### src/sv/deadline_timer_queue_defines.svh
// ---------------------------------------------------------------------------
// Deadline timer queue assertion macros
// Shared concurrent assertion wrappers, clocked on clk_i and held off in reset.
// ---------------------------------------------------------------------------
`ifndef DEADLINE_TIMER_QUEUE_DEFINES_SVH
`define DEADLINE_TIMER_QUEUE_DEFINES_SVH

// Assertion with its own message text.
`define DTQ_ASSERT_MSG(name, prop, msg) \
  name: assert property (@(posedge clk_i) disable iff (!rst_ni) prop) else $error(msg);

// Assertion with the default message text.
`define DTQ_ASSERT(name, prop) \
  `DTQ_ASSERT_MSG(name, prop, "deadline_timer_queue: assertion failed")

`endif

### src/sv/dtq_pkg.sv
// ---------------------------------------------------------------------------
// Deadline timer queue package
// Field widths, operation and status codes, and the stored slot record.
// ---------------------------------------------------------------------------
`timescale 1ns / 1ps

package dtq_pkg;

  localparam int unsigned OP_W   = 2;
  localparam int unsigned SRC_W  = 8;
  localparam int unsigned TIME_W = 63;
  localparam int unsigned TAG_W  = 16;
  localparam int unsigned AGE_W  = 32;
  localparam int unsigned STAT_W = 2;

  // Operation codes of an input beat.
  localparam logic [OP_W-1:0] OP_SCHEDULE = 2'd0;
  localparam logic [OP_W-1:0] OP_ERASE    = 2'd1;
  localparam logic [OP_W-1:0] OP_TICK     = 2'd2;

  // Status codes of a result beat.
  localparam logic [STAT_W-1:0] ST_OK      = 2'd0;
  localparam logic [STAT_W-1:0] ST_FULL    = 2'd1;
  localparam logic [STAT_W-1:0] ST_RESCHED = 2'd2;

  // One slot of the table as it is kept in memory.
  typedef struct packed {
    logic [SRC_W-1:0]  source;
    logic [TIME_W-1:0] deadline;
    logic              primary;
    logic [TAG_W-1:0]  tag;
    logic [AGE_W-1:0]  age;
  } entry_t;

endpackage

### src/sv/deadline_timer_queue.sv
// ---------------------------------------------------------------------------
// Deadline timer queue
// Bounded table of timed tasks kept in one synchronous memory, scanned one
// slot per cycle for schedule coalescing, source erase and earliest-due fire.
// ---------------------------------------------------------------------------
//
//   Channel  Direction  Handshake                Payload
//   in       input      in_valid_i / in_ready_o  operation, source_id, deadline,
//                                                is_primary, task_tag, current_time
//   out      output     out_valid_o / out_ready_i fired, fired_source,
//                                                fired_tag, status
//
// Each beat runs in steps: accept, one memory read per slot, a drain step for
// the last read to return, and a write-back step that posts the result. The
// scan over the slot memory's single read port sets the length of a beat.
// Reset clears the valid bits and the insert counter; no clearing pass runs.
// The result sits in an output register, so a new beat is taken while the
// previous result waits; a stalled output holds the write-back step.
`timescale 1ns / 1ps

`include "deadline_timer_queue_defines.svh"

module deadline_timer_queue
  import dtq_pkg::*;
#(
  parameter int unsigned TABLE_DEPTH = 16
) (
  input  logic              clk_i,
  input  logic              rst_ni,
  input  logic              in_valid_i,
  output logic              in_ready_o,
  input  logic [OP_W-1:0]   operation_i,
  input  logic [SRC_W-1:0]  source_id_i,
  input  logic [TIME_W-1:0] deadline_i,
  input  logic              is_primary_i,
  input  logic [TAG_W-1:0]  task_tag_i,
  input  logic [TIME_W-1:0] current_time_i,
  output logic              out_valid_o,
  input  logic              out_ready_i,
  output logic              fired_o,
  output logic [SRC_W-1:0]  fired_source_o,
  output logic [TAG_W-1:0]  fired_tag_o,
  output logic [STAT_W-1:0] status_o
);

  localparam int unsigned IW      = $clog2(TABLE_DEPTH);
  localparam logic [IW-1:0] LAST  = IW'(TABLE_DEPTH - 1);

  localparam logic [1:0] S_IDLE   = 2'd0;
  localparam logic [1:0] S_SCAN   = 2'd1;
  localparam logic [1:0] S_DRAIN  = 2'd2;
  localparam logic [1:0] S_FINISH = 2'd3;

  logic [1:0] state_q, state_d;

  // Latched input beat.
  logic [OP_W-1:0]   op_q;
  logic [SRC_W-1:0]  src_q;
  logic [TIME_W-1:0] dl_q;
  logic              prim_q;
  logic [TAG_W-1:0]  tag_q;
  logic [TIME_W-1:0] now_q;

  // Scan address and the returning compare stage.
  logic [IW-1:0] idx_q;
  logic [IW-1:0] cmp_idx_q;
  logic          cmp_vld_q;

  // Slot memory and valid bits.
  entry_t                 mem_q [TABLE_DEPTH];
  entry_t                 rd_data_q;
  logic                   mem_we;
  logic [IW-1:0]          mem_waddr;
  entry_t                 mem_wdata;
  logic [TABLE_DEPTH-1:0] valid_q;
  logic [AGE_W-1:0]       insert_counter_q;

  // Scan results.
  logic              match_found_q;
  logic [IW-1:0]     match_idx_q;
  entry_t            match_entry_q;
  logic              free_found_q;
  logic [IW-1:0]     free_idx_q;
  logic              best_found_q;
  logic [IW-1:0]     best_idx_q;
  logic [TIME_W-1:0] best_dl_q;
  logic [AGE_W-1:0]  best_dist_q;
  logic [SRC_W-1:0]  best_src_q;
  logic [TAG_W-1:0]  best_tag_q;

  // Output register.
  logic              out_valid_q;
  logic              fired_q;
  logic [SRC_W-1:0]  fired_src_q;
  logic [TAG_W-1:0]  fired_tag_q;
  logic [STAT_W-1:0] status_q;

  logic             accept;
  logic             commit;
  logic             cur_valid;
  logic             take_match;
  logic             take_free;
  logic             take_best;
  logic             erase_hit;
  logic [AGE_W-1:0] cur_dist;
  logic             is_sched;
  logic             append_commit;
  logic             fire_commit;

  assign accept     = in_valid_i && in_ready_o;
  assign in_ready_o = (state_q == S_IDLE);
  assign commit     = (state_q == S_FINISH) && (!out_valid_q || out_ready_i);
  assign is_sched   = (op_q == OP_SCHEDULE);

  // Compare of the slot that came back from memory this cycle.
  assign cur_valid  = cmp_vld_q && valid_q[cmp_idx_q];
  assign cur_dist   = insert_counter_q - rd_data_q.age;
  assign take_match = cur_valid && is_sched && prim_q && !match_found_q &&
                      rd_data_q.primary && (rd_data_q.source == src_q);
  assign take_free  = cmp_vld_q && !valid_q[cmp_idx_q] && !free_found_q;
  assign erase_hit  = cur_valid && (op_q == OP_ERASE) && (rd_data_q.source == src_q);
  assign take_best  = cur_valid && (op_q == OP_TICK) &&
                      (!best_found_q || (rd_data_q.deadline < best_dl_q) ||
                       ((rd_data_q.deadline == best_dl_q) && (cur_dist > best_dist_q)));

  assign append_commit = commit && is_sched && !match_found_q && free_found_q;
  assign fire_commit   = commit && (op_q == OP_TICK) && best_found_q &&
                         (best_dl_q <= now_q);

  // Sequencer.
  always_comb begin
    state_d = state_q;
    unique case (state_q)
      S_IDLE:   if (accept) state_d = S_SCAN;
      S_SCAN:   if (idx_q == LAST) state_d = S_DRAIN;
      S_DRAIN:  state_d = S_FINISH;
      S_FINISH: if (commit) state_d = S_IDLE;
      default:  state_d = S_IDLE;
    endcase
  end

  always_ff @(posedge clk_i or negedge rst_ni) begin
    if (!rst_ni) begin
      state_q   <= S_IDLE;
      idx_q     <= '0;
      cmp_vld_q <= 1'b0;
    end else begin
      state_q   <= state_d;
      cmp_vld_q <= (state_q == S_SCAN);
      if (accept) begin
        idx_q <= '0;
      end else if (state_q == S_SCAN && idx_q != LAST) begin
        idx_q <= idx_q + 1'b1;
      end
    end
  end

  // Input beat latch and compare-stage index; payload only.
  always_ff @(posedge clk_i) begin
    if (accept) begin
      op_q   <= operation_i;
      src_q  <= source_id_i;
      dl_q   <= deadline_i;
      prim_q <= is_primary_i;
      tag_q  <= task_tag_i;
      now_q  <= current_time_i;
    end
    cmp_idx_q <= idx_q;
  end

  // Scan result tracking, cleared at each new beat.
  always_ff @(posedge clk_i or negedge rst_ni) begin
    if (!rst_ni) begin
      match_found_q <= 1'b0;
      free_found_q  <= 1'b0;
      best_found_q  <= 1'b0;
    end else if (accept) begin
      match_found_q <= 1'b0;
      free_found_q  <= 1'b0;
      best_found_q  <= 1'b0;
    end else begin
      if (take_match) match_found_q <= 1'b1;
      if (take_free)  free_found_q  <= 1'b1;
      if (take_best)  best_found_q  <= 1'b1;
    end
  end

  always_ff @(posedge clk_i) begin
    if (take_match) begin
      match_idx_q   <= cmp_idx_q;
      match_entry_q <= rd_data_q;
    end
    if (take_free) begin
      free_idx_q <= cmp_idx_q;
    end
    if (take_best) begin
      best_idx_q  <= cmp_idx_q;
      best_dl_q   <= rd_data_q.deadline;
      best_dist_q <= cur_dist;
      best_src_q  <= rd_data_q.source;
      best_tag_q  <= rd_data_q.tag;
    end
  end

  // Write-back: coalesce into the matched primary or append a new slot.
  always_comb begin
    mem_we    = 1'b0;
    mem_waddr = free_idx_q;
    mem_wdata = '{source: src_q, deadline: dl_q, primary: prim_q,
                  tag: tag_q, age: insert_counter_q};
    if (commit && is_sched) begin
      if (match_found_q) begin
        mem_we         = 1'b1;
        mem_waddr      = match_idx_q;
        mem_wdata      = match_entry_q;
        mem_wdata.tag  = tag_q;
        if (dl_q < match_entry_q.deadline) begin
          mem_wdata.deadline = dl_q;
        end
      end else if (free_found_q) begin
        mem_we = 1'b1;
      end
    end
  end

  // Slot memory, one write and one registered read per cycle.
  always_ff @(posedge clk_i) begin
    if (mem_we) begin
      mem_q[mem_waddr] <= mem_wdata;
    end
    rd_data_q <= mem_q[idx_q];
  end

  // Valid bits and the insert counter.
  always_ff @(posedge clk_i or negedge rst_ni) begin
    if (!rst_ni) begin
      valid_q          <= '0;
      insert_counter_q <= '0;
    end else begin
      if (erase_hit) begin
        valid_q[cmp_idx_q] <= 1'b0;
      end
      if (append_commit) begin
        valid_q[free_idx_q] <= 1'b1;
        insert_counter_q    <= insert_counter_q + 1'b1;
      end
      if (fire_commit) begin
        valid_q[best_idx_q] <= 1'b0;
      end
    end
  end

  // Output register.
  always_ff @(posedge clk_i or negedge rst_ni) begin
    if (!rst_ni) begin
      out_valid_q <= 1'b0;
    end else if (commit) begin
      out_valid_q <= 1'b1;
    end else if (out_ready_i) begin
      out_valid_q <= 1'b0;
    end
  end

  always_ff @(posedge clk_i) begin
    if (commit) begin
      fired_q     <= fire_commit;
      fired_src_q <= fire_commit ? best_src_q : '0;
      fired_tag_q <= fire_commit ? best_tag_q : '0;
      if (is_sched) begin
        if (match_found_q) begin
          status_q <= ST_RESCHED;
        end else if (free_found_q) begin
          status_q <= ST_OK;
        end else begin
          status_q <= ST_FULL;
        end
      end else begin
        status_q <= ST_OK;
      end
    end
  end

  assign out_valid_o    = out_valid_q;
  assign fired_o        = fired_q;
  assign fired_source_o = fired_src_q;
  assign fired_tag_o    = fired_tag_q;
  assign status_o       = status_q;

  // A fired beat always carries an ok status.
  `DTQ_ASSERT(a_fire_status_ok, (out_valid_o && fired_o) |-> (status_o == ST_OK))
  // A beat that fired nothing carries a zero source and tag.
  `DTQ_ASSERT(a_nofire_zero, (out_valid_o && !fired_o) |-> (fired_source_o == '0 && fired_tag_o == '0))
  // The slot that fired is no longer valid afterwards.
  `DTQ_ASSERT(a_fire_clears_slot, fire_commit |=> !valid_q[$past(best_idx_q)])
  // The insert counter moves only on an append.
  `DTQ_ASSERT(a_counter_on_append, (insert_counter_q != $past(insert_counter_q)) |-> $past(append_commit))

endmodule
### config.mk
export PLATFORM = sky130hd
export DESIGN_NAME = deadline_timer_queue
export DESIGN_NICKNAME = d
export VERILOG_FILES = /design/src/sv/dtq_pkg.sv /design/src/sv/deadline_timer_queue.sv
export VERILOG_INCLUDE_DIRS = /design/src /design/src/sv
export SDC_FILE = /design/constraint.sdc
export NUM_CORES = 2
export LEC_CHECK = 0
export BUFFER_PORTS_ARGS = -buffer_cell sky130_fd_sc_hd__buf_2
export CAP_MARGIN = 15
export CELL_PAD_IN_SITES_DETAIL_PLACEMENT = 2
export CELL_PAD_IN_SITES_GLOBAL_PLACEMENT = 2
export CORE_ASPECT_RATIO = 1.25
export CORE_UTILIZATION = 50
export CTS_CLUSTER_SIZE = 10
export DETAILED_ROUTE_END_ITERATION = 12
export GPL_TIMING_DRIVEN = 0
export HOLD_SLACK_MARGIN = 0.02
export PLACE_DENSITY = 0.76
export SLEW_MARGIN = 20
export SYNTH_ARGS = -nofsm -noshare
export SYNTH_HDL_FRONTEND = slang
export SYNTH_SLANG_ARGS = --single-unit
### constraint.sdc
create_clock -name clk_i -period 14.7 [get_ports clk_i]
set_clock_uncertainty 0.1 [all_clocks]
set_input_delay 0 -clock clk_i [delete_from_list [all_inputs] [get_ports clk_i]]
set_output_delay 0 -clock clk_i [all_outputs]
set_load 0.01 [all_outputs]
Word-level counts from Yosys, hierarchy flattened
Memory sizes are Yosys's and may differ from the RTL's. A register that Yosys moved wholly into a read port is not among the register bits.
Index checks and enable logic that the tools add are counted.

operators by class
  $add $sub $neg = 3
  magnitude comparators = 10
  equality and inequality tests = 12
  muxes and demuxes = 37
  bitwise operators = 6
  reduce and logical (&&, ||, !) cells = 42

operator list
  kind                                                                number
  two-way mux 120 bit                                                 2
  less-than comparator 63 bit                                         2
  == test 63 bit                                                      1
  <= comparator 63 bit                                                1
  two-way mux 63 bit                                                  1
  two-way mux 16 bit                                                  3
  adder 32 x 1 -> 32 bit (second input constant)                      1
  bitwise AND 16 bit                                                  2
  > comparator 32 bit                                                 1
  inverter 16 bit                                                     2
  subtractor 32 bit                                                   1
  logical AND 1 bit                                                   25
  two-way mux 1 bit                                                   18
  two-way mux 4 bit                                                   4
  bitwise OR 16 bit                                                   1
  less-than comparator 4 x 5 -> 1 bit (second input constant)         3
  demux 1 bit (select 4 bit)                                          3
  greater-or-equal comparator 4 x 1 -> 1 bit (second input constant)  3
  nonzero test 2 bit                                                  5
  == test 8 bit                                                       1
  two-way mux 2 bit                                                   4
  case mux 2 bit (4 select lines)                                     1
  == test 2 bit (second input constant)                               3
  logical NOT 1 bit                                                   5
  other kinds (12)                                                    17

word-level totals
  bits in registers = 478
  memory bits (writable) = 1,920
  input bits = 157
  output and inout port bits = 29
  word-level logic and storage cells = 143
  memories = 1

memories
  name   depth  bits a word  rd ports  clocked after Yosys merged registers in  write ports  RTL line                    RTL
  mem_q  16     120          1         1                                        1            deadline_timer_queue.sv:70  entry_t mem_q [TABLE_DEPTH];

Depth between registers and ports, before layout
  depth in word-level cells = 11
  mapped depth = 21
  gate-level depth less buffers = 21

Worst setup path after synthesis
Ideal clock, no wire load.

  path kind = register -> register
  from = register insert_counter_q[0]
  to = register best_dist_q[0], enable pin
  data arrival time = 12,548 ps
  required time = 13,807 ps
  slack = 1,259 ps
  cell stages (with the launch flop) = 21
  path buffers = 0
  period minus slack after synthesis = 13,441 ps
  cell sequence = dfrtp_1 > inv_1 > ha_1 > fa_1 > nor2b_4 > o21ai_4 > a21oi_2 > o41ai_2 > a21oi_2 > a221o_1 > a21o_1 > or4b_1 > nand3_1 > ha_1 > nand4_1 > or3_1 > o21ai_0 > a21oi_1 > o31ai_1 > a21boi_0 > a21boi_0

between the ends
  longest elaborated chain between the ends = 5

RTL lines
  what                      RTL line                     RTL
  start: declaration        deadline_timer_queue.sv:76   logic [AGE_W-1:0] insert_counter_q;
  start signal: assignment  deadline_timer_queue.sv:245  insert_counter_q <= insert_counter_q + 1'b1;
  subtractor 32 bit         deadline_timer_queue.sv:117  assign cur_dist = insert_counter_q - rd_data_q.age;
  net cur_dist[28]          deadline_timer_queue.sv:105  logic [AGE_W-1:0] cur_dist;
  > comparator 32 bit       deadline_timer_queue.sv:124  ((rd_data_q.deadline == best_dl_q) && (cur_dist > best_dist_q)));
  logical AND 1 bit         deadline_timer_queue.sv:124
  logical OR 1 bit          deadline_timer_queue.sv:123  (!best_found_q || (rd_data_q.deadline < best_dl_q) ||
  logical AND 1 bit         deadline_timer_queue.sv:122  assign take_best = cur_valid && (op_q == OP_TICK) &&
  net take_best             deadline_timer_queue.sv:103  logic take_best;
  end signal: assignment    deadline_timer_queue.sv:199  best_dist_q <= cur_dist;
  end: declaration          deadline_timer_queue.sv:87   logic [AGE_W-1:0] best_dist_q;

The timed path passes the listed nets, and every way through them passes these cells.
A chain may end at the register's enable or synchronous reset.

Worst setup path after layout
  from = register insert_counter_q[0]
  to = register best_dl_q[6], enable pin

between the ends
  longest elaborated chain between the ends = 5

RTL lines
  what                    RTL line                     RTL
  subtractor 32 bit       deadline_timer_queue.sv:117
  net cur_dist[31]        deadline_timer_queue.sv:105
  > comparator 32 bit     deadline_timer_queue.sv:124
  logical AND 1 bit       deadline_timer_queue.sv:124
  logical OR 1 bit        deadline_timer_queue.sv:123
  logical AND 1 bit       deadline_timer_queue.sv:122
  net take_best           deadline_timer_queue.sv:103
  end signal: assignment  deadline_timer_queue.sv:198  best_dl_q <= rd_data_q.deadline;
  end: declaration        deadline_timer_queue.sv:86   logic [TIME_W-1:0] best_dl_q;

The timed path passes the listed nets, and every way through them passes these cells.

==> results.ini <==
[run_status]
status = complete, no violations

[finish]
final_nets = 6104
final_cells = 8463
syn_to_final_growth_pct = 20.5
layout-drive-gt1-share = 0.254

[power]
p_sw_mw = 6.88
p_total_mw = 21.2
p_int_mw = 14.3
p_comb_frac = 0.228
p_per_area_mw_per_mm2 = 178
peakVddDrop_mv = 0.161
leakagePower_nw = 42.2
p_sw_frac = 0.325
seqPwrFrac = 0.422
clkPwrFrac = 0.350

[die]
start_util = 0.505
num_rows = 181
coreArea_mm2 = 0.195
ios = 186
fp.dieW_um = 399
die_area_mm2 = 0.199
die_y_um = 498

[worst_setup_path]
cp-end-kind = register
worstSetupStartpointType = register
path_max_fanout = 14
worstSetupPathType = register to register
arrival_ps = 8830
crit_required_ps = 15270

[detailed_routing]
drc_errors = 0
num_vias = 61300
ant_nets = 0
dr.pass1.iters = 5
viasPerCell = 7.24
drt_iter0_drc = 9866
totalWireLength_um = 426000
post_drt_wl_per_cell_um = 50.4

[global_routing]
grt_max_degree = 48
grt_pass1_vias = 63400
grt-ovfl-total = 0
antenna_found_initial = 21
grt_usage = 0.433
grt_pass1_wl_um = 576000

[place]
dp_slack_ps = 7560
place_hpwl_um = 225000
gp_congestion = 0.795
portBuffers = 185
dp_cells = 7634

[cts]
cts_buffers = 304
clkLatencyLatePin_ps = 1010
root_buffer = clkbuf_16
ctsResizeCount = 0
clock_path_buffers = 4
cts-htree-levels = 5
cts.reportedPaths.clkPinSlew_ps = 70
cts_tree = yes
cts.sinks = 2518

[synth]
netlist_area_mm2 = 0.0984
synth_top_family_by_area = multiplexers
syn_inst = 4657
synth-edff-count = 2335
syn_avg_cell_area_um2 = 21.1
synth-seq-cells = 2518
synth_mux_area_frac = 0.151
syn_nets = 5072
synth-xor-area-share = 0.00623
synth_cell_types = 74
synth-adder-area-share = 0.0329
yosysSeqAreaShare = 0.753
synthArstFlopShare = 0.0234
ys_warn_count = 0
yosys.area_share.simple = 0.0188
synth_compound_area_frac = 0.0218
synth_flop_cell = edfxtp_1

[timing]
slew_violations = 0
finalSetupTns_ps = 0
final-setup-viol-count = 0
timing.final.crit_share = 0.562
relSlewSlack = 0.126
worstMarginPinSlew_ps = 1310
fmax_mhz = 121
hold_ws_ps = 142
hold_viol = 0
rsz0062_at_grt = no
min_period_ps = 8260
worst_slack_ps = 6440

[worst_hold_path]
hold_class = input port to register

[flow_run]
max_cap_viol_count = 0

critical path, stage by stage (launching register included):
cell      delay (ps)
dfrtp_1          460
inv_1            180
ha_1             570
nor2b_1          230
o31a_1           420
o311ai_1         840
a211oi_1         210
o21ai_1          260
and2_1           240
o21ai_1          200
a211oi_1         380
xnor2_1          160
ha_1             340
nand4_1          200
or3_1            560
o21ai_0          290
a21oi_1          210
o31ai_1          230
a21boi_0         310
a21boi_4         690
buf_16           260
buf_16           180
buf_8            170
buf_16           180
what timing repair did:
action                    in CTS  in global routing
buffers inserted               0                  0
hold buffers                 310                  0
hold endpoints to repair     286                  0
cells in the mapped netlist (all sizes together) (48+ instances only):
master	n	share of area
a21o	112	0.0085
a21oi	90	0.0047
buf	58	0.0027
clkbuf	103	0.0039
dfrtp	59	0.015
dfxtp	124	0.025
edfxtp	2335	0.71
ha	257	0.033
inv	267	0.010
mux2	105	0.012
mux4	605	0.14
nand2	60	0.0023
nand4	55	0.0035
nor2	66	0.0025
o21ai	48	0.0026
xnor2	48	0.0043
routing by layer:
layer	global-route usage	vias up	part of all wire
met3	0.0967	1612	0.11
met2	0.696	6285	0.48
met4	0.241	24	0.068
met1	0.546	32200	0.34
li1	-	21200	-
met5	0	-	0.00044
stage by stage:
| step | area [µm²] | utilization |
|---|---|---|
| 3_3_place_gp | 103000 | 0.526 |
| 3_5_place_dp | 107000 | 0.548 |
| 2_1_floorplan | 98400 | - |
| 5_1_grt | 119000 | 0.608 |
| 4_1_cts | 118000 | 0.608 |
| 6_report | 119000 | 0.608 |
cell families after synthesis:
group                    Yosys count
adder cells (fa/ha/maj)          258
AO/OA/AOI/OAI                    327
XOR/XNOR                          70
AND/OR/NAND/NOR                  345
flip-flops                      2518
buffers and inverters            428
multiplexers                     711
layout by cell type, fill, tap and decap left out, drive strengths merged, types with 4 or more instances in the layout:
cell type,instances
a211oi,5
a21o,112
a21oi,90
a22oi,12
a31oi,22
and2,32
and3,16
and4,6
buf,455
clkbuf,621
clkinv,4
dfrtp,59
dfxtp,124
diode,10
dlygate4sd3,310
edfxtp,2335
ha,257
inv,272
mux2,105
mux4,605
nand2,60
nand2b,15
nand3,31
nand4,55
nor2,66
nor2b,20
nor3,14
nor3b,8
nor4,7
o21a,4
o21ai,48
xnor2,48
xor2,22
final cells by class:
cell class	count	area [µm²]
multi-input combinational	1711	22800
buffer	161	742
sequential	2518	74100
clock inverter	9	77.6
tap	2562	3210
timing repair buffer	726	8100
clock buffer	499	8500
fill	15100	76500
antenna	10	25.0
inverter	267	1000
flip-flops by register name, indices dropped and copies added (netlist names), 8 cells and up:
signal / flops
best_tag_q: 16
src_q: 8
insert_counter_q: 32
valid_q: 16
best_dl_q: 63
mem_q: 1920
tag_q: 16
best_src_q: 8
best_dist_q: 32
fired_tag_o: 16
dl_q: 63
match_entry_q: 104
now_q: 63
rd_data_q: 120
fired_source_o: 8
power by group through the flow:
stage,logic [mW],registers (mW),clock network (mW)
after global routing,4.90,8.91,7.54
after CTS,4.57,8.86,7.10
after global placement,3.83,8.97,0
after floorplan,2.61,8.77,0
after detailed placement,4.28,8.97,0
final,4.82,8.93,7.40
final timing paths:
kind,startpoint,end,slack (ps),depth (start not counted)
max in group asynchronous,rst_ni,free_found_q$_DFFE_PN0P_,13200,4
worst max-delay path,insert_counter_q[0]$_DFFE_PN0P_,best_dl_q[6]$_DFFE_PP_,6440,23
worst min-delay path,out_ready_i,out_valid_o$_DFFE_PN0P_,140,4
worst max register to register,insert_counter_q[0]$_DFFE_PN0P_,best_dl_q[6]$_DFFE_PP_,6440,23
worst min register to register,rd_data_q[46]$_DFF_P_,best_tag_q[14]$_DFFE_PP_,330,0
min in group asynchronous,rst_ni,insert_counter_q[12]$_DFFE_PN0P_,290,3
(Power assumes the default switching activity.)
